## src/mrr_pkg.sv

```systemverilog
// ----------------------------------------------------------------------------
// mrr_pkg: shared definitions for the Modbus RTU response receiver
// Sizes, protocol constants, register indexes, sequencer states and the
// control word that goes to the bit-serial CRC unit.
// ----------------------------------------------------------------------------
package mrr_pkg;

  // sizes
  localparam int MAX_REGISTERS = 8;
  localparam int IDX_W         = $clog2(MAX_REGISTERS);
  localparam int COUNT_W       = 4;
  localparam int POS_W         = 5;
  localparam int BYTE_W        = 8;
  localparam int WORD_W        = 16;
  localparam int CFG_INDEX_W   = 2;
  localparam int BIT_CNT_W     = 3;

  // protocol constants
  localparam logic [WORD_W-1:0] CRC_INIT  = 16'hFFFF;
  localparam logic [WORD_W-1:0] CRC_POLY  = 16'hA001;
  localparam logic [BYTE_W-1:0] FUNC_READ = 8'h03;

  // reset values of the configuration registers
  localparam logic [BYTE_W-1:0]  SLAVE_ADDRESS_RESET  = 8'd1;
  localparam logic [COUNT_W-1:0] REGISTER_COUNT_RESET = 4'd1;

  // configuration register indexes
  typedef enum logic [CFG_INDEX_W-1:0] {
    REG_SLAVE_ADDRESS  = 2'd0,
    REG_REGISTER_COUNT = 2'd1
  } cfg_reg_t;

  // result status codes
  localparam logic STATUS_VALID   = 1'b0;
  localparam logic STATUS_CRC_ERR = 1'b1;

  // sequencer states
  typedef enum logic [1:0] {
    ST_IDLE,
    ST_CRC,
    ST_EMIT
  } seq_state_t;

  // control word to the crc unit
  typedef struct packed {
    logic              start;
    logic              seed;
    logic [BYTE_W-1:0] data;
  } crc_ctrl_t;

endpackage

```

## src/mrr_if.sv

```systemverilog
// ----------------------------------------------------------------------------
// mrr_if: channel interfaces of the Modbus RTU response receiver
// Received byte channel, result channel and configuration write channel.
// ----------------------------------------------------------------------------
interface mrr_byte_if;
  logic                       valid;
  logic                       ready;
  logic [mrr_pkg::BYTE_W-1:0] rx_byte;

  modport source (output valid, output rx_byte, input ready);
  modport sink (input valid, input rx_byte, output ready);
endinterface

interface mrr_result_if;
  logic                            valid;
  logic                            ready;
  logic                            status;
  logic [mrr_pkg::IDX_W-1:0]       register_index;
  logic [mrr_pkg::WORD_W-1:0]      register_value;
  logic                            last;

  modport source (output valid, output status, output register_index,
                  output register_value, output last, input ready);
  modport sink (input valid, input status, input register_index,
                input register_value, input last, output ready);
endinterface

interface mrr_cfg_if;
  logic                            valid;
  logic                            ready;
  logic [mrr_pkg::CFG_INDEX_W-1:0] index;
  logic [mrr_pkg::BYTE_W-1:0]      data;

  modport source (output valid, output index, output data, input ready);
  modport sink (input valid, input index, input data, output ready);
endinterface

```

## src/mrr_crc_unit.sv

```systemverilog
// ----------------------------------------------------------------------------
// mrr_crc_unit: bit-serial CRC-16 engine
// Folds one byte into the running CRC at one bit per cycle (reflected
// polynomial); the seed option restarts from all ones.
// ----------------------------------------------------------------------------
module mrr_crc_unit (
  input  logic                        clk,
  input  logic                        rst,
  input  mrr_pkg::crc_ctrl_t          ctrl,
  output logic                        busy,
  output logic [mrr_pkg::WORD_W-1:0]  crc
);

  logic [mrr_pkg::BIT_CNT_W-1:0] bit_cnt;
  logic [mrr_pkg::WORD_W-1:0]    crc_base;
  logic [mrr_pkg::WORD_W-1:0]    crc_shift;

  // start value and one shift step
  always_comb begin
    crc_base  = ctrl.seed ? mrr_pkg::CRC_INIT : crc;
    crc_shift = crc[0] ? ((crc >> 1) ^ mrr_pkg::CRC_POLY) : (crc >> 1);
  end

  // bit counter and busy flag
  always_ff @(posedge clk) begin
    if (rst) begin
      busy    <= 1'b0;
      bit_cnt <= '0;
    end else if (ctrl.start) begin
      busy    <= 1'b1;
      bit_cnt <= '0;
    end else if (busy) begin
      bit_cnt <= bit_cnt + 1'b1;
      if (bit_cnt == {mrr_pkg::BIT_CNT_W{1'b1}}) begin
        busy <= 1'b0;
      end
    end
  end

  // crc register
  always_ff @(posedge clk) begin
    if (ctrl.start) begin
      crc <= crc_base ^ {{(mrr_pkg::WORD_W-mrr_pkg::BYTE_W){1'b0}}, ctrl.data};
    end else if (busy) begin
      crc <= crc_shift;
    end
  end

endmodule

```

## src/modbus_rtu_response_receiver_top.sv

```systemverilog
// ----------------------------------------------------------------------------
// modbus_rtu_response_receiver_top: Modbus RTU read-registers response receiver
// Hunts for the slave address, checks function code and byte count, stores
// the data words, checks the trailing CRC-16 and sends out the words or an
// error word.
//
//   channel  role    handshake      payload
//   rx       sink    valid/ready    rx_byte
//   result   source  valid/ready    status, register_index, register_value, last
//   cfg      sink    valid/ready    index, data (always ready)
//
// An address, function or count byte that passes its check, and every data
// byte, is accepted, passes through the shift steps of the bit-serial CRC
// unit and returns to idle, during which rx is not ready.
// A dropped byte and each of the two CRC bytes skip the CRC unit; after the last
// one the block sends the clamped register count of words (or one error word),
// one per cycle while result.ready is high, and takes no byte until the last
// is taken.
// Reset (rst, synchronous) returns to address hunting with slave_address 1
// and register_count 1; the word store is not cleared.
// ----------------------------------------------------------------------------
module modbus_rtu_response_receiver_top (
  input  logic              clk,
  input  logic              rst,
  mrr_byte_if.sink          rx,
  mrr_result_if.source      result,
  mrr_cfg_if.sink           cfg
);

  // configuration registers
  logic [mrr_pkg::BYTE_W-1:0]  slave_address;
  logic [mrr_pkg::COUNT_W-1:0] register_count;

  // frame tracking
  mrr_pkg::seq_state_t          state;
  mrr_pkg::seq_state_t          state_next;
  logic [mrr_pkg::POS_W-1:0]    byte_position;
  logic [mrr_pkg::POS_W-1:0]    byte_position_next;
  logic [mrr_pkg::BYTE_W-1:0]   crc_low_received;
  logic                         err_flag;
  logic [mrr_pkg::IDX_W-1:0]    emit_idx;
  logic [mrr_pkg::IDX_W-1:0]    last_idx;

  // word store, split in bytes
  logic [mrr_pkg::BYTE_W-1:0]   store_hi [mrr_pkg::MAX_REGISTERS];
  logic [mrr_pkg::BYTE_W-1:0]   store_lo [mrr_pkg::MAX_REGISTERS];

  // decode
  logic [mrr_pkg::COUNT_W-1:0]  words;
  logic [mrr_pkg::POS_W-1:0]    dlen;
  logic [mrr_pkg::POS_W-1:0]    data_off;
  logic                         do_feed;
  logic                         do_store;
  logic                         do_low;
  logic                         do_finish;
  logic                         crc_match;
  logic                         rx_fire;
  logic                         res_fire;
  logic                         res_last;

  // crc unit link
  mrr_pkg::crc_ctrl_t           crc_ctrl;
  logic                         crc_busy;
  logic [mrr_pkg::WORD_W-1:0]   crc_value;

  mrr_crc_unit u_crc (
    .clk  (clk),
    .rst  (rst),
    .ctrl (crc_ctrl),
    .busy (crc_busy),
    .crc  (crc_value)
  );

  assign rx_fire  = rx.valid && rx.ready;
  assign res_fire = result.valid && result.ready;
  assign cfg.ready = 1'b1;

  // clamp the word count to 1..MAX_REGISTERS
  always_comb begin
    if (register_count == '0) begin
      words = mrr_pkg::COUNT_W'(1);
    end else if (register_count > mrr_pkg::COUNT_W'(mrr_pkg::MAX_REGISTERS)) begin
      words = mrr_pkg::COUNT_W'(mrr_pkg::MAX_REGISTERS);
    end else begin
      words = register_count;
    end
    dlen     = mrr_pkg::POS_W'({words, 1'b0});
    data_off = byte_position - mrr_pkg::POS_W'(3);
  end

  // byte decode by frame position
  always_comb begin
    do_feed            = 1'b0;
    do_store           = 1'b0;
    do_low             = 1'b0;
    do_finish          = 1'b0;
    byte_position_next = byte_position;
    if (byte_position > dlen + mrr_pkg::POS_W'(4)) begin
      byte_position_next = '0;
    end else if (byte_position == '0) begin
      if (rx.rx_byte == slave_address) begin
        do_feed            = 1'b1;
        byte_position_next = mrr_pkg::POS_W'(1);
      end
    end else if (byte_position == mrr_pkg::POS_W'(1)) begin
      if (rx.rx_byte == mrr_pkg::FUNC_READ) begin
        do_feed            = 1'b1;
        byte_position_next = mrr_pkg::POS_W'(2);
      end else begin
        byte_position_next = '0;
      end
    end else if (byte_position == mrr_pkg::POS_W'(2)) begin
      if (rx.rx_byte == mrr_pkg::BYTE_W'(dlen)) begin
        do_feed            = 1'b1;
        byte_position_next = mrr_pkg::POS_W'(3);
      end else begin
        byte_position_next = '0;
      end
    end else if (byte_position < dlen + mrr_pkg::POS_W'(3)) begin
      do_store           = 1'b1;
      do_feed            = 1'b1;
      byte_position_next = byte_position + 1'b1;
    end else if (byte_position == dlen + mrr_pkg::POS_W'(3)) begin
      do_low             = 1'b1;
      byte_position_next = byte_position + 1'b1;
    end else begin
      do_finish          = 1'b1;
      byte_position_next = '0;
    end
  end

  assign crc_match = ({rx.rx_byte, crc_low_received} == crc_value);

  // next state
  always_comb begin
    state_next = state;
    case (state)
      mrr_pkg::ST_IDLE: begin
        if (rx_fire && do_feed) begin
          state_next = mrr_pkg::ST_CRC;
        end else if (rx_fire && do_finish) begin
          state_next = mrr_pkg::ST_EMIT;
        end
      end
      mrr_pkg::ST_CRC: begin
        if (!crc_busy) begin
          state_next = mrr_pkg::ST_IDLE;
        end
      end
      mrr_pkg::ST_EMIT: begin
        if (res_fire && res_last) begin
          state_next = mrr_pkg::ST_IDLE;
        end
      end
      default: state_next = mrr_pkg::ST_IDLE;
    endcase
  end

  // sequencer outputs
  always_comb begin
    rx.ready      = 1'b0;
    result.valid  = 1'b0;
    crc_ctrl      = '0;
    crc_ctrl.seed = (byte_position == '0);
    crc_ctrl.data = rx.rx_byte;
    case (state)
      mrr_pkg::ST_IDLE: begin
        rx.ready       = 1'b1;
        crc_ctrl.start = rx.valid && do_feed;
      end
      mrr_pkg::ST_EMIT: begin
        result.valid = 1'b1;
      end
      default: begin
        rx.ready = 1'b0;
      end
    endcase
  end

  // result word
  always_comb begin
    res_last = err_flag || (emit_idx == last_idx);
    result.last = res_last;
    if (err_flag) begin
      result.status         = mrr_pkg::STATUS_CRC_ERR;
      result.register_index = '0;
      result.register_value = '0;
    end else begin
      result.status         = mrr_pkg::STATUS_VALID;
      result.register_index = emit_idx;
      result.register_value = {store_hi[emit_idx], store_lo[emit_idx]};
    end
  end

  // control registers
  always_ff @(posedge clk) begin
    if (rst) begin
      state            <= mrr_pkg::ST_IDLE;
      byte_position    <= '0;
      crc_low_received <= '0;
      slave_address    <= mrr_pkg::SLAVE_ADDRESS_RESET;
      register_count   <= mrr_pkg::REGISTER_COUNT_RESET;
    end else begin
      state <= state_next;
      if (cfg.valid) begin
        case (cfg.index)
          mrr_pkg::REG_SLAVE_ADDRESS:  slave_address  <= cfg.data;
          mrr_pkg::REG_REGISTER_COUNT: register_count <= cfg.data[mrr_pkg::COUNT_W-1:0];
          default: ;
        endcase
      end
      if (rx_fire) begin
        byte_position <= byte_position_next;
        if (do_low) begin
          crc_low_received <= rx.rx_byte;
        end
      end
    end
  end

  // result index and frame verdict
  always_ff @(posedge clk) begin
    if (rx_fire && do_finish) begin
      err_flag <= !crc_match;
      emit_idx <= '0;
      last_idx <= mrr_pkg::IDX_W'(words - 1'b1);
    end else if (res_fire && !res_last) begin
      emit_idx <= emit_idx + 1'b1;
    end
  end

  // data byte store, high byte first
  always_ff @(posedge clk) begin
    if (rx_fire && do_store) begin
      if (!data_off[0]) begin
        store_hi[data_off[mrr_pkg::IDX_W:1]] <= rx.rx_byte;
      end else begin
        store_lo[data_off[mrr_pkg::IDX_W:1]] <= rx.rx_byte;
      end
    end
  end

  // checks
  a_no_rx_while_sending: assert property (@(posedge clk) disable iff (rst)
    !(rx.ready && result.valid))
    else $error("byte accepted while results pending");

  a_crc_only_in_crc_state: assert property (@(posedge clk) disable iff (rst)
    crc_busy |-> (state == mrr_pkg::ST_CRC))
    else $error("crc unit busy outside crc state");

  a_last_ends_frame: assert property (@(posedge clk) disable iff (rst)
    (result.valid && result.ready && result.last) |=> !result.valid)
    else $error("result after last word of frame");

  a_error_word_shape: assert property (@(posedge clk) disable iff (rst)
    (result.valid && result.status) |-> (result.last && result.register_index == '0))
    else $error("malformed crc error word");

endmodule
```

## src/flat_wrapper.sv

```systemverilog
// flat-port wrapper written by rule: the top's interface ports become plain ports
module modbus_rtu_response_receiver_top_flat 
  (clk, rst, rx_valid, rx_rx_byte, rx_ready, result_valid, result_status, result_register_index, result_register_value, result_last, result_ready, cfg_valid, cfg_index, cfg_data, cfg_ready);
  mrr_byte_if rx_i ();
  mrr_result_if result_i ();
  mrr_cfg_if cfg_i ();
  input  logic clk;
  input  logic rst;
  input wire logic [$bits(rx_i.valid)-1:0] rx_valid;
  input wire logic [$bits(rx_i.rx_byte)-1:0] rx_rx_byte;
  output wire logic [$bits(rx_i.ready)-1:0] rx_ready;
  output wire logic [$bits(result_i.valid)-1:0] result_valid;
  output wire logic [$bits(result_i.status)-1:0] result_status;
  output wire logic [$bits(result_i.register_index)-1:0] result_register_index;
  output wire logic [$bits(result_i.register_value)-1:0] result_register_value;
  output wire logic [$bits(result_i.last)-1:0] result_last;
  input wire logic [$bits(result_i.ready)-1:0] result_ready;
  input wire logic [$bits(cfg_i.valid)-1:0] cfg_valid;
  input wire logic [$bits(cfg_i.index)-1:0] cfg_index;
  input wire logic [$bits(cfg_i.data)-1:0] cfg_data;
  output wire logic [$bits(cfg_i.ready)-1:0] cfg_ready;
  assign rx_i.valid = rx_valid;
  assign rx_i.rx_byte = rx_rx_byte;
  assign rx_ready = rx_i.ready;
  assign result_valid = result_i.valid;
  assign result_status = result_i.status;
  assign result_register_index = result_i.register_index;
  assign result_register_value = result_i.register_value;
  assign result_last = result_i.last;
  assign result_i.ready = result_ready;
  assign cfg_i.valid = cfg_valid;
  assign cfg_i.index = cfg_index;
  assign cfg_i.data = cfg_data;
  assign cfg_ready = cfg_i.ready;
  modbus_rtu_response_receiver_top u_core (.clk(clk), .rst(rst), .rx(rx_i), .result(result_i), .cfg(cfg_i));
endmodule
```

## config.mk

```make
export PLATFORM = sky130hd
export DESIGN_NAME = modbus_rtu_response_receiver_top_flat
export DESIGN_NICKNAME = d
export VERILOG_FILES = /design/src/mrr_pkg.sv /design/src/mrr_if.sv /design/src/mrr_crc_unit.sv /design/src/modbus_rtu_response_receiver_top.sv /design/src/flat_wrapper.sv
export SDC_FILE = /design/constraint.sdc
export NUM_CORES = 1
export LEC_CHECK = 0
export BUFFER_PORTS_ARGS = -buffer_cell sky130_fd_sc_hd__buf_2
export CORE_MARGIN = 2
export CORE_UTILIZATION = 51
export CTS_CLUSTER_DIAMETER = 80
export CTS_CLUSTER_SIZE = 24
export DETAILED_ROUTE_END_ITERATION = 10
export PLACE_DENSITY = 0.81
export SLEW_MARGIN = 20
export SYNTH_ARGS = -nofsm -noshare
export SYNTH_HDL_FRONTEND = slang
export SYNTH_SLANG_ARGS = --single-unit
```

## constraint.sdc

```tcl
create_clock -name clk -period 3.1 [get_ports clk]
set_input_delay 0.31 -clock clk [delete_from_list [all_inputs] [get_ports clk]]
set_output_delay 0.31 -clock clk [all_outputs]
set_load 0.02 [all_outputs]
```

After elaboration in Yosys (flattened, before gate mapping)
Memory sizes are Yosys's and may differ from the RTL's. A register that Yosys moved wholly into a read port is not among the register bits.
Cells that the tools add are included.

operators by class
  add/sub/neg operators = 7
  $mul = 0
  div/mod/pow operators = 0
  $lt $le $gt $ge = 3
  equality and inequality tests = 16
  shift operators = 0
  multiplexer cells = 63
  bitwise logic cells = 2
  reductions and logical operators = 22

operators by type and width
  operator               count
  $mux W16               5
  $mux W1                37
  $mux W5                7
  $eq A16 B16 Y1         1
  $xor A16 B8 Y16        1
  $mux W3                5
  $mux W2                6
  $eq A8 B2 Y1 const B   1
  $eq A8 B5 Y1           1
  $eq A8 B8 Y1           1
  $logic_and A1 B1 Y1    8
  $mux W4                2
  $reduce_and A2 Y1      4
  $add A3 B1 Y3 const B  2
  $ne A3 B1 Y1 const B   2
  $pmux W2 S3            1
  $add A5 B1 Y5 const B  1
  $add A5 B2 Y5 const B  1
  $add A5 B3 Y5 const B  1
  $eq A5 B1 Y1 const B   1
  $eq A5 B2 Y1 const B   1
  $eq A5 B5 Y1           1
  $gt A5 B5 Y1           1
  $logic_not A5 Y1       1
  other kinds (18)       21

word-level totals
  bits in registers = 54
  bits in latches = 0
  bits in writable memories = 128
  ROM bits = 0
  input port bits = 23
  output and inout port bits = 24
  memories kept = 2

memory list
  memory           words  bits a word  read ports  clocked after Yosys merged registers in  wr ports  line                                    RTL
  u_core.store_hi  8      8            1           1                                        1         modbus_rtu_response_receiver_top.sv:45  logic [mrr_pkg::BYTE_W-1:0] store_hi [mrr_pkg::MAX_REGISTERS];
  u_core.store_lo  8      8            1           1                                        1         modbus_rtu_response_receiver_top.sv:46  logic [mrr_pkg::BYTE_W-1:0] store_lo [mrr_pkg::MAX_REGISTERS];

Longest topological paths before layout
Gate-level depths: netlist (run 1).

  word-level depth = 15
  gate-level depth with buffers = 14
  mapped depth without buffers = 12

Modules after synthesis
From an unflattened synthesis (run 1), not the netlist that was laid out.

second synthesis, totals
  cell total of the unflattened synthesis = 580
  area total of the unflattened synthesis = 8356.8 µm²

by module, submodules not included
  module                            instances  cells an instance  area an instance (µm²)  seq. area each (µm²)
  modbus_rtu_response_receiver_top  1          493                7362.1                  4624.4
  mrr_crc_unit                      1          87                 994.7                   560.5

Worst setup path after synthesis (run 1)
Ideal clock, no wire load.

  path type = reg2reg
  from = register u_core.register_count[2] (netlist name)
  to = register u_core.u_crc.crc[10] (netlist name), enable pin
  library setup time = 0.330 ns
  data arrival time = 2.925 ns
  data required time = 2.770 ns
  slack = -0.154 ns
  cell stages (with the launch flop) = 13
  path buffers = 1
  clock period less this slack = 3.254 ns
  path through = dfxtp_1 o21bai_1 and2_1 ha_1 inv_1 ha_1 a21oi_1 o21ai_0 o311ai_0 a21oi_1 nor4_4 buf_2 o21a_1

between the ends
  word-level cells in the longest chain between the ends = 13

ends and longest elaborated chain
  item                                   line                                     RTL
  start: declaration                     modbus_rtu_response_receiver_top.sv:32   logic [mrr_pkg::COUNT_W-1:0] register_count;
  start signal: assignment               modbus_rtu_response_receiver_top.sv:202  register_count <= mrr_pkg::REGISTER_COUNT_RESET;
  start signal: assignment               modbus_rtu_response_receiver_top.sv:208  mrr_pkg::REG_REGISTER_COUNT: register_count <= cfg.data[mrr_pkg::COUNT_W-1:0];
  $gt A4 B4 Y1                           modbus_rtu_response_receiver_top.sv:82   end else if (register_count > mrr_pkg::COUNT_W'(mrr_pkg::MAX_REGISTERS)) begin
  $mux W4                                modbus_rtu_response_receiver_top.sv:82
  $mux W4 *                              modbus_rtu_response_receiver_top.sv:80   if (register_count == '0) begin
  $add A5 B2 Y5                          modbus_rtu_response_receiver_top.sv:119  end else if (byte_position < dlen + mrr_pkg::POS_W'(3)) begin
  $lt A5 B5 Y1                           modbus_rtu_response_receiver_top.sv:119
  $mux W1                                modbus_rtu_response_receiver_top.sv:119
  $mux W1                                modbus_rtu_response_receiver_top.sv:112  end else if (byte_position == mrr_pkg::POS_W'(2)) begin
  $mux W1                                modbus_rtu_response_receiver_top.sv:105  end else if (byte_position == mrr_pkg::POS_W'(1)) begin
  $mux W1                                modbus_rtu_response_receiver_top.sv:100  end else if (byte_position == '0) begin
  $mux W1 *                              modbus_rtu_response_receiver_top.sv:98   if (byte_position > dlen + mrr_pkg::POS_W'(4)) begin
  $logic_and A1 B1 Y1 *                  modbus_rtu_response_receiver_top.sv:169  crc_ctrl.start = rx.valid && do_feed;
  $mux W1 *                              modbus_rtu_response_receiver_top.sv:166  case (state)
  $reduce_bool A2 Y1 (no source line) *  -
  end signal: assignment                 mrr_crc_unit.sv:43                       crc <= crc_base ^ {{(mrr_pkg::WORD_W-mrr_pkg::BYTE_W){1'b0}}, ctrl.data};
  end signal: assignment                 mrr_crc_unit.sv:45                       crc <= crc_shift;
  end: declaration                       mrr_crc_unit.sv:11                       output logic [mrr_pkg::WORD_W-1:0] crc

Every way passes the cells marked *; elsewhere a longest branch is shown, timed or not.
A chain may end at the register's enable or synchronous reset.

Final worst setup path (run 1)
  from = register u_core.register_count[3] (netlist name)
  to = register u_core.u_crc.crc[11] (netlist name) (data pin)

between the ends
  word-level cells in the longest chain between the ends = 13

ends and longest elaborated chain
  item                   line                                     RTL
  $gt A4 B4 Y1           modbus_rtu_response_receiver_top.sv:82
  $mux W4                modbus_rtu_response_receiver_top.sv:82
  $mux W4 *              modbus_rtu_response_receiver_top.sv:80
  $add A5 B2 Y5          modbus_rtu_response_receiver_top.sv:119
  $lt A5 B5 Y1           modbus_rtu_response_receiver_top.sv:119
  $mux W1                modbus_rtu_response_receiver_top.sv:119
  $mux W1                modbus_rtu_response_receiver_top.sv:112
  $mux W1                modbus_rtu_response_receiver_top.sv:105
  $mux W1                modbus_rtu_response_receiver_top.sv:100
  $mux W1 *              modbus_rtu_response_receiver_top.sv:98
  $logic_and A1 B1 Y1 *  modbus_rtu_response_receiver_top.sv:169
  $mux W1 *              modbus_rtu_response_receiver_top.sv:166
  $mux W16 *             mrr_crc_unit.sv:42                       if (ctrl.start) begin

Marked as above.

==> run_results.csv, run 1 <==
group,metric,value,unit
status,status,"finished, final reports clean",
detailed_routing,drt-total-wl,17450,um
synth,synth_cells,562,
power_and_ir_drop,p_seq_share,54.2,%
cts,cts_buffers,17,
grt,antenna_found_initial,0,
synth,synth_edf_count,148,
synth,synth-main-ff-cell,"edfxtp_1",
worst_hold_path,whs_endpoint,"u_core.slave_address[6]$_SDFFE_PP0P_",
die,dieWidth,131.2,um
synth,synthAdderAreaFrac,2.728,%
cts,cts_hold_buf,0,
finish,syn_to_final_growth,16.85,%
worst_setup_path,crit_required,3.29,ns
sta,fin_crit,2.998,ns
synth,yosys.area_share.simple,9.003,%
die,core,15830,um^2
detailed_routing,dr.pass1.iters,5,
cts,cts_buffer_depth,2,
synth,synth_top_family_by_area,"multiplexers",
worst_setup_path,critPathLaunchType,"flip-flop",
grt,grt_pass1_wl,27190,um
worst_setup_path,worst_ep_arrival_time,3.19,ns
power_and_ir_drop,p_sw_share,21.67,%
synth,synth_xor_xnor_area_share,5.092,%
die,initial_core_util,52.16,%
worst_hold_path,hp-start,"cfg_data[6]",
finish,final_area,9647,um^2
synth,netlist_area,8255,um^2
cts,clock_latency,0.44,ns
power_and_ir_drop,internal-power,3907,uW
die,ios,47,
run,drv_cap,0,
worst_hold_path,hold_path_class,"in -> reg",
cts,tritoncts,"done",
sta,fin_crit_sh,96.72,%
finish,seq_area,5189,um^2
worst_setup_path,worst_setup_path_end_kind,"flip-flop",
sta,worst_pin_slew,0.8550,ns
die,dieArea,17220,um^2
synth,seq_area_frac_synth,62.81,%
synth,async_flop_share,0,%
finish,fin_nets,682,
cts,clk_pin_slew,0.07,ns
worst_setup_path,crit_type,"reg -> reg",
finish,drive_gt1_share,27.52,%
placement,place_area,8926,um^2
worst_setup_path,reg2reg_to,"u_core.u_crc.crc[11]$_DFFE_PP_",
power_and_ir_drop,p_comb_share,5.0,%
finish,multi_input_area,2965,um^2
worst_setup_path,r2r_start,"u_core.register_count[3]$_SDFFE_PP0P_",
detailed_routing,dr_total_vias,4896,
worst_setup_path,cp_max_fo,11,
detailed_routing,postRouteAntennaNets,0,
power_and_ir_drop,total_power,4988,uW
power_and_ir_drop,irDropWorstVdd,0.4227,mV
placement,gp_congestion,0.9164,
sta,holdWs,0.1134,ns
synth,syn_nets,603,
sta,relSlewSlack,43.00,%
placement,dpl.hpwl,11670,um
grt,grt_start_max_net_pins,33,
synth,synth.area.mux_share,14.29,%
synth,synth_cell_type_count,52,
worst_setup_path,ff2ff_path_depth,14,
sta,fin_worst_skew,0.009388,ns
placement,port_buffers,45,
die,die_h,131.2,um
power_and_ir_drop,powerDensity,517.0,nW/um^2
grt,grt_pass1_vias,4997,
sta,max_freq,333.5,MHz
grt,grt_overflow_total,0,
detailed_routing,dr.first_iter.drc_count,368,
grt,track_usage,20.74,%
die,rows,46,
detailed_routing,drc_errors,0,
sta,tns,0,ns
finish,final_util,60.95,%
finish,diodes,0,
sta,final_max_slew_viol_count,0,
finish,nFillCells,1179,
synth,yosys_warnings,0,
sta,hold_viol_final,0,
worst_hold_path,holdPathStages,3,
cts,cts-root-buf,"clkbuf_16",
power_and_ir_drop,leakage,0.003353,uW
synth,synth_compound_area_share,3.880,%
cts,cts.sinks,185,
synth,yosys_register_bits,185,
detailed_routing,avgViaCountPerCell,5.628,
sta,finalSetupViolations,0,
power_and_ir_drop,p_switching,1081,uW
worst_setup_path,r2r_slack,0.10,ns
synth,avgSynthCellArea,14.69,um^2
power_and_ir_drop,p_clk_share,40.8,%
detailed_routing,detail_route.wl_per_cell,20.06,um
cts,htreeDepth,4,
-- worst max path at each step --
stage	end	start	depth (start not counted)
final	u_core.u_crc.crc[11]$_DFFE_PP_	u_core.register_count[3]$_SDFFE_PP0P_	14
after floorplan	u_core.u_crc.crc[4]$_DFFE_PP_	u_core.register_count[2]$_SDFFE_PP0P_	12
after CTS	u_core.u_crc.crc[2]$_DFFE_PP_	u_core.register_count[0]$_SDFFE_PP1P_	12
after detailed placement	u_core.u_crc.crc[1]$_DFFE_PP_	u_core.register_count[0]$_SDFFE_PP1P_	12
after global placement	u_core.u_crc.crc[2]$_DFFE_PP_	u_core.register_count[0]$_SDFFE_PP1P_	12
after global routing	u_core.u_crc.crc[11]$_DFFE_PP_	u_core.register_count[3]$_SDFFE_PP0P_	14
-- logic make-up after synthesis --
group | count (synthesis)
other | 1
xor gates and xnor gates | 48
adders and majority gates | 18
and+or+nand+nor | 149
buffers and inverters | 41
muxes | 77
DFF | 185
AOI/OAI and AO/OA | 43
-- what timing repair did --
item                                    4_1_cts  5_1_grt
pin swaps                                     1        3
endpoints found under the setup margin        7       53
cloned                                        1        1
setup buffers                                 2        2
resized for setup                             1       17
-- synth_stat cells (2+ instances only) --
library cell / instances / area share (%)
a21o_1: 3 / 0.27
mux2_2: 3 / 0.41
nor4_1: 6 / 0.45
or2_2: 2 / 0.15
and2_1: 5 / 0.38
a211o_1: 2 / 0.21
mux2_1: 4 / 0.55
buf_1: 8 / 0.36
nor4_4: 2 / 0.52
o21ai_0: 4 / 0.24
o21ba_2: 2 / 0.24
o21bai_1: 2 / 0.18
buf_6: 2 / 0.27
nand2_1: 16 / 0.73
a21boi_0: 2 / 0.18
ha_1: 18 / 2.7
inv_1: 10 / 0.45
nand3_1: 5 / 0.30
clkbuf_1: 16 / 0.73
a22o_1: 2 / 0.21
edfxtp_1: 148 / 54
mux4_2: 32 / 8.7
xor2_1: 22 / 2.3
nand2b_1: 3 / 0.23
nand4_1: 5 / 0.38
or3_1: 6 / 0.45
mux2i_1: 38 / 4.6
a221oi_2: 2 / 0.36
xnor2_1: 26 / 2.8
nor2_1: 74 / 3.4
nor3_1: 8 / 0.49
nand3b_1: 2 / 0.18
buf_2: 4 / 0.24
dfxtp_1: 37 / 9.0
nor2b_1: 8 / 0.61
o21a_1: 10 / 0.91
a21oi_1: 8 / 0.49
-- through the flow --
| step | std cells | setup WS [ns] |
|---|---|---|
| floorplan | 562 | 0.009761 |
| global placement | 832 | 0.03805 |
| detailed placement | 832 | -0.002122 |
| CTS | 867 | 0.002043 |
| global route | 870 | -0.03551 |
| finish | 870 | 0.1016 |
-- flip-flops by register name, indices dropped and copies added (netlist names), named ones only --
| register | cells |
|---|---|
| u_core.last_idx | 3 |
| u_core.u_crc.crc | 16 |
| u_core.err_flag | 1 |
| u_core.store_lo | 64 |
| u_core.crc_low_received | 8 |
| u_core.u_crc.bit_cnt | 3 |
| u_core.slave_address | 8 |
| u_core.state | 2 |
| u_core.u_crc.busy | 1 |
| u_core.emit_idx | 3 |
| u_core.store_hi | 64 |
| u_core.byte_position | 5 |
| u_core.register_count | 4 |
-- cell usage in the layout (no fill, tap or decap), types with 8 or more instances in the layout --
cell / n
nand2_1: 15
edfxtp_1: 148
mux2i_1: 38
buf_4: 42
xnor2_1: 26
clkbuf_16: 18
ha_1: 17
inv_1: 8
nor2b_1: 8
xor2_1: 22
dfxtp_1: 34
o21a_1: 9
mux4_2: 32
buf_2: 45
nor2_1: 74
-- cell type report --
cell class	instances	share of cell area, %
multi-input combinational	336	30.74
clock inverter	13	1.271
timing repair buffer	91	6.524
inverter	10	0.3891
tap	216	2.802
sequential	185	53.79
clock buffer	19	4.488
-- worst max-delay path: stages (launching register included) --
cell,delay [ns]
dfxtp_1,0.34
inv_1,0.06
nand2_1,0.09
inv_2,0.07
ha_1,0.28
inv_1,0.05
ha_1,0.30
and4_1,0.24
a221oi_4,0.38
buf_6,0.17
nor4_4,0.04
buf_4,0.17
buf_4,0.13
bufbuf_16,0.26
o21a_1,0.17
-- power groups by stage --
stage                     Sequential [uW]  Clock, uW  Combinational, uW
after global placement               2760          0                228
after CTS                            2700       2060                241
after global routing                 2700       2150                269
after detailed placement             2760          0                237
final                                2700       2040                248
after floorplan                      2750          0                147
-- routing by layer --
layer	track usage (%)	share of wire [%]	up-vias
met5	0	0	-
met4	8.937	2.3	0
met3	4.475	4.6	31
met2	33.33	50	154
met1	27.50	43	2452
li1	-	-	2259
No activity file was read; power rests on OpenSTA's default activity.
==> run 2, diff against run 1 <==
CORE_ASPECT_RATIO = 1.4   (was default)
CTS_CLUSTER_SIZE = default   (was 24)
GPL_TIMING_DRIVEN = 1   (was default)
==> run 2 against run 1 <==
  * Clock skew about the same
  * Flip-flop and latch count is the same
  * Clock-buffer cell count down 2
  * Critical path depth fell by 2
  * Sequential share of layout area up 0.27 points
  * Clock power rose by 2%
  * Setup slack worse by 0.016 ns
  * Design area is 0.51% lower
  * Critical endpoint is now u_core.u_crc.crc[1]$_DFFE_PP_
==> run_results.csv, run 2 (synthesis results as in run 1) <==
group,metric,value,unit
status,status,"finished, final reports clean",
die,dieWidth,111.5,um
finish,drive_gt1_share,28.00,%
die,initial_core_util,51.49,%
worst_setup_path,crit_required,3.28,ns
cts,clk_pin_slew,0.07,ns
detailed_routing,avgViaCountPerCell,5.908,
grt,grt_pass1_vias,5091,
finish,mostFrequentLayoutCell,"edfxtp_1",
grt,antenna_found_initial,0,
worst_setup_path,cpPeakStageDelay,0.33,ns
worst_setup_path,worst_setup_path_end_kind,"flip-flop",
worst_setup_path,reg2reg_to,"u_core.u_crc.crc[1]$_DFFE_PP_",
grt,grt_busiest_layer,"met2",
detailed_routing,dr.pass1.iters,5,
detailed_routing,dr.first_iter.drc_count,561,
worst_setup_path,ff2ff_path_depth,12,
die,dieArea,17240,um^2
worst_setup_path,r2r_start,"u_core.register_count[0]$_SDFFE_PP1P_",
finish,diodes,0,
grt,grt_use_met2,39.55,%
detailed_routing,dr_total_vias,5016,
worst_setup_path,critPathLaunch,"u_core.register_count[0]$_SDFFE_PP1P_",
grt,grt_pass1_wl,28450,um
sta,finalSetupViolations,0,
sta,fin_crit,3.014,ns
cts,tritoncts,"done",
finish,nFillCells,1198,
worst_setup_path,critPathLaunchType,"flip-flop",
worst_setup_path,crit_end,"u_core.u_crc.crc[1]$_DFFE_PP_",
worst_setup_path,r2r_slack,0.09,ns
worst_setup_path,crit_top_cell,"a21oi_2",
power_and_ir_drop,leakage,0.003347,uW
grt,met1_usage,25.98,%
grt,met3_usage,3.252,%
placement,dpl.hpwl,11740,um
die,ios,47,
sta,final.setup.worst_slack,0.08611,ns
cts,cts-root-buf,"clkbuf_16",
worst_setup_path,worst_ep_arrival_time,3.19,ns
sta,worst_pin_slew,0.8724,ns
finish,stdcell_count,849,
detailed_routing,drt-total-wl,18040,um
cts,clock_latency,0.42,ns
placement,dp_cells,814,
sta,final_max_slew_viol_count,0,
placement,place_ws,-0.1186,ns
sta,max_freq,331.8,MHz
placement,gp_congestion,0.9477,
finish,layout_common_cells,"edfxtp_1 (148), nor2_1 (74), buf_2 (45), buf_4 (39), mux2i_1 (38)",
cts,htreeDepth,4,
worst_setup_path,crit_type,"reg -> reg",
placement,port_buffers,45,
sta,fin_crit_sh,97.22,%
worst_setup_path,slowest_stage,"ha_2",
sta,relSlewSlack,41.84,%
detailed_routing,postRouteAntennaNets,0,
worst_setup_path,crit_chain,"o21bai_1 -> and2_1 -> ha_2 -> inv_2 -> ha_4 -> a21oi_2 -> o21ai_2 -> o311ai_2 -> a21oi_2 -> nor4_4 -> buf_4 -> mux2_2",
grt,grt_start_max_net_pins,33,
power_and_ir_drop,powerDensity,523.9,nW/um^2
die,core,16030,um^2
cts,cts.sinks,185,
detailed_routing,detail_route.wl_per_cell,21.25,um
run,drv_cap,0,
finish,syn_to_final_growth,16.26,%
grt,track_usage,21.49,%
cts,cts_buffers,17,
sta,hold_viol_final,0,
finish,fin_nets,678,
die,die_h,154.5,um
grt,grt_overflow_total,0,
sta,fin_worst_skew,0.009178,ns
worst_hold_path,hold_path_class,"in -> reg",
worst_setup_path,cp_max_fo,5,
cts,cts_buffer_depth,2,
die,rows,55,
detailed_routing,drc_errors,0,
worst_hold_path,holdPathStages,2,
sta,holdWs,0.1057,ns
power_and_ir_drop,irDropWorstVdd,0.3456,mV
[run 2: worst max-delay path: cells and delay by family (launching register included)]
kind                       cells  cell delay, ns
DFF                            1            0.31
and+or+nand+nor                2            0.49
adders and majority gates      2            0.57
buffers and inverters          2            0.25
AOI/OAI and AO/OA              5            0.80
muxes                          1            0.33
[run 2: metrics by stage]
stage	TNS [ns]	power, uW	instance area [um^2]	utilization, %
finish	0	5028	9598	59.86
global route	-0.02530	5183	9598	59.86
CTS	0	5049	9492	59.20
detailed placement	-1.638	2995	8897	55.49
global placement	0	2984	8897	55.49
floorplan	0	2896	8259	-
[run 2: power by group]
part	total, uW	switching (uW)	internal, uW	leakage, uW
logic	253	148	104	0.00143
clock network	2080	1000	1070	0.000285
registers	2700	10.6	2690	0.00163
[run 2: per-layer routing]
metal / vias to the layer above / share of wire [%]
met5: - / 0
met4: 0 / 3.2
met3: 48 / 4.9
met2: 206 / 54
met1: 2511 / 38
li1: 2251 / -
[run 2: area by class of cell]
cell class	instances	area (um^2)	share of cell area, %
flip-flops and latches	185	5189	54.06
multi-input cells	336	2983	31.08
repair buffers	87	560.5	5.840
clock buffers	17	425.4	4.432
well taps	199	249.0	2.594
clock inverters	15	153.9	1.603
inverters	10	37.54	0.3911
[run 2: how the worst min path moves through the flow]
stage                                                  to                                   from  slack (ns)
detailed placement  u_core.register_count[0]$_SDFFE_PP1P_  u_core.register_count[0]$_SDFFE_PP1P_        0.45
global route         u_core.slave_address[0]$_SDFFE_PP1P_                            cfg_data[0]        0.10
global placement    u_core.register_count[0]$_SDFFE_PP1P_  u_core.register_count[0]$_SDFFE_PP1P_        0.44
CTS                  u_core.slave_address[0]$_SDFFE_PP1P_                            cfg_data[0]         0.1
finish               u_core.slave_address[0]$_SDFFE_PP1P_                            cfg_data[0]        0.11
floorplan                 u_core.store_hi[0][0]$_DFFE_PP_                          rx_rx_byte[0]        0.41
[run 2: timing repair]
item | CTS | global route
gates resized for setup | 4 | 20
endpoints found under the setup margin | 25 | 111
pin swaps | 0 | 5
buffers inserted | 0 | 2
hold buffers | 0 | 0
cloned | 0 | 1
==> run 3, diff against run 2 <==
PLACE_DENSITY = 0.79   (was 0.81)
clock period = 3.2 ns   (was 3.1 ns; I/O delays follow)
==> run 3 against run 2 <==
  * Critical path type unchanged
  * Via count decreased by 3.3%
  * Flip-flop and latch count unchanged
  * Critical path depth unchanged
  * Hold slack improved by 0.0067 ns
  * Non-clock buffer count decreased by 7
  * Sequential share of layout area increased by 0.48 points
  * Wire length decreased by 4.0%
  * First-iteration DRC count decreased by 37%
  * Largest power group unchanged
  * Critical endpoint is now u_core.u_crc.crc[5]$_DFFE_PP_
  * Combinational power decreased by 7%
==> run_results.csv, run 3 (synthesis results as in run 1) <==
group,metric,value,unit
worst_hold_path,hold_path_class,"in -> reg",
worst_setup_path,crit_type,"reg -> reg",
die,rows,55,
cts,cts_buffer_depth,2,
worst_setup_path,crit_required,3.38,ns
cts,clk_pin_slew,0.07,ns
worst_hold_path,whs_endpoint,"u_core.slave_address[0]$_SDFFE_PP1P_",
placement,dpl.hpwl,11780,um
sta,final_max_slew_viol_count,0,
run,drv_cap,0,
sta,rsz0062_at_grt,"true",
worst_hold_path,holdPathStages,2,
detailed_routing,drt-total-wl,17330,um
grt,grt_pass1_wl,27280,um
sta,fin_crit,3.066,ns
sta,fin_crit_sh,95.82,%
sta,worst_pin_slew,1.039,ns
worst_setup_path,critPathLaunch,"u_core.register_count[0]$_SDFFE_PP1P_",
die,die_h,154.5,um
cts,tritoncts,"done",
cts,cts_buffers,17,
finish,nFillCells,1222,
worst_setup_path,worst_setup_path_end_kind,"flip-flop",
grt,track_usage,20.87,%
worst_setup_path,ff2ff_path_depth,12,
cts,htreeDepth,4,
placement,port_buffers,45,
worst_setup_path,r2r_slack,0.13,ns
worst_setup_path,crit_buf_inv,2,
worst_setup_path,r2r_start,"u_core.register_count[0]$_SDFFE_PP1P_",
power_and_ir_drop,powerDensity,519.7,nW/um^2
power_and_ir_drop,leakage,0.003318,uW
grt,antenna_found_initial,0,
die,initial_core_util,51.49,%
detailed_routing,dr.pass1.iters,5,
worst_setup_path,critical-path-top-delay-family,"compound AO/OA/AOI/OAI gates",
die,dieArea,17240,um^2
sta,final.setup.worst_slack,0.1336,ns
cts,clock_latency,0.43,ns
detailed_routing,postRouteAntennaNets,0,
detailed_routing,avgViaCountPerCell,5.762,
finish,layout_common_cells,"edfxtp_1 (148), nor2_1 (74), buf_2 (45), mux2i_1 (38), dfxtp_1 (36)",
finish,final_util,59.31,%
finish,syn_to_final_growth,15.19,%
detailed_routing,detail_route.wl_per_cell,20.58,um
detailed_routing,drc_errors,0,
power_and_ir_drop,irDropWorstVdd,0.2923,mV
placement,place_ws,0.01870,ns
sta,fin_worst_skew,0.01087,ns
sta,relSlewSlack,30.66,%
worst_setup_path,cpPeakStageDelay,0.35,ns
sta,max_freq,326.1,MHz
die,core,16030,um^2
placement,gp_congestion,0.8906,
cts,postCtsSetupBuffers,0,
detailed_routing,dr_total_vias,4852,
sta,finalSetupViolations,0,
grt,grt_overflow_total,0,
detailed_routing,dr.first_iter.drc_count,351,
worst_setup_path,slowest_stage,"o311ai_0",
worst_setup_path,crit_chain,"o21bai_1 -> and2_1 -> ha_1 -> inv_1 -> ha_1 -> a21oi_1 -> o21ai_0 -> o311ai_0 -> a21oi_1 -> nor4_4 -> buf_12 -> mux2_1",
sta,hold_viol_final,0,
worst_setup_path,cp_max_fo,23,
worst_setup_path,reg2reg_to,"u_core.u_crc.crc[5]$_DFFE_PP_",
worst_setup_path,critPathLaunchType,"flip-flop",
status,status,"finished, final reports clean",
finish,drive_gt1_share,24.73,%
worst_hold_path,hp-start,"cfg_data[0]",
worst_setup_path,worst_ep_arrival_time,3.25,ns
cts,cts-root-buf,"clkbuf_16",
finish,fin_nets,671,
die,dieWidth,111.5,um
grt,grt_pass1_vias,5113,
cts,cts.sinks,185,
grt,grt_start_max_net_pins,33,
die,ios,47,
finish,mostFrequentLayoutCell,"edfxtp_1",
finish,diodes,0,
run 3: routing by layer:
layer,GRT usage [%],share of wire (%)
met4,9.347,3.2
met2,37.60,54
met5,0,0
met3,4.310,3.7
met1,23.92,39
run 3: layout make-up:
cell class                 count  area [um^2]  area share (%)
inverter                      10        37.54          0.3947
multi-input combinational    336         2919           30.70
tap                          199        249.0           2.618
sequential                   185         5186           54.54
clock inverter                15        178.9           1.882
clock buffer                  17        425.4           4.474
timing repair buffer          80        513.0           5.395
run 3: worst reg2reg max path, cell delays in order, from the launching register on:
cell,delay [ns]
dfxtp_1,0.32
o21bai_1,0.17
and2_1,0.18
ha_1,0.28
inv_1,0.05
ha_1,0.31
a21oi_1,0.14
o21ai_0,0.11
o311ai_0,0.35
a21oi_1,0.14
nor4_4,0.22
buf_12,0.22
mux2_1,0.35
run 3: per-stage QoR:
| stage | instance area [um^2] | std cells | TNS [ns] | hold WS [ns] | total power, uW |
|---|---|---|---|---|---|
| finish | 9509 | 842 | 0 | 0.1124 | 4942 |
| global route | 9509 | 842 | -2.419 | 0.1173 | 5077 |
| CTS | 9484 | 842 | 0 | 0.09939 | 4966 |
| detailed placement | 8880 | 810 | 0 | 0.4704 | 2900 |
| global placement | 8880 | 810 | 0 | 0.4388 | 2890 |
| floorplan | 8257 | 562 | 0 | 0.4189 | 2805 |
run 3: worst max-delay path by stage:
stage / endpoint / slack (ns) / depth (start not counted)
after floorplan: u_core.u_crc.crc[10]$_DFFE_PP_ / 0.03 / 12
after global placement: u_core.u_crc.crc[3]$_DFFE_PP_ / 0.08 / 12
after detailed placement: u_core.u_crc.crc[5]$_DFFE_PP_ / 0.02 / 12
after CTS: u_core.u_crc.crc[5]$_DFFE_PP_ / 0.005 / 12
after global routing: u_core.store_lo[2][6]$_DFFE_PP_ / -0.12 / 12
final: u_core.u_crc.crc[5]$_DFFE_PP_ / 0.13 / 12
run 3: timing repair:
action / CTS / global route
endpoints found under the setup margin: 0 / 39
hold buffers: 0 / 0
gates resized for setup: 0 / 4
run 3: power by group:
group	switching, uW	internal [uW]	leakage, uW
logic	139	97.5	0.00139
clock network	973	1120	0.000293
registers	10.4	2600	0.00163
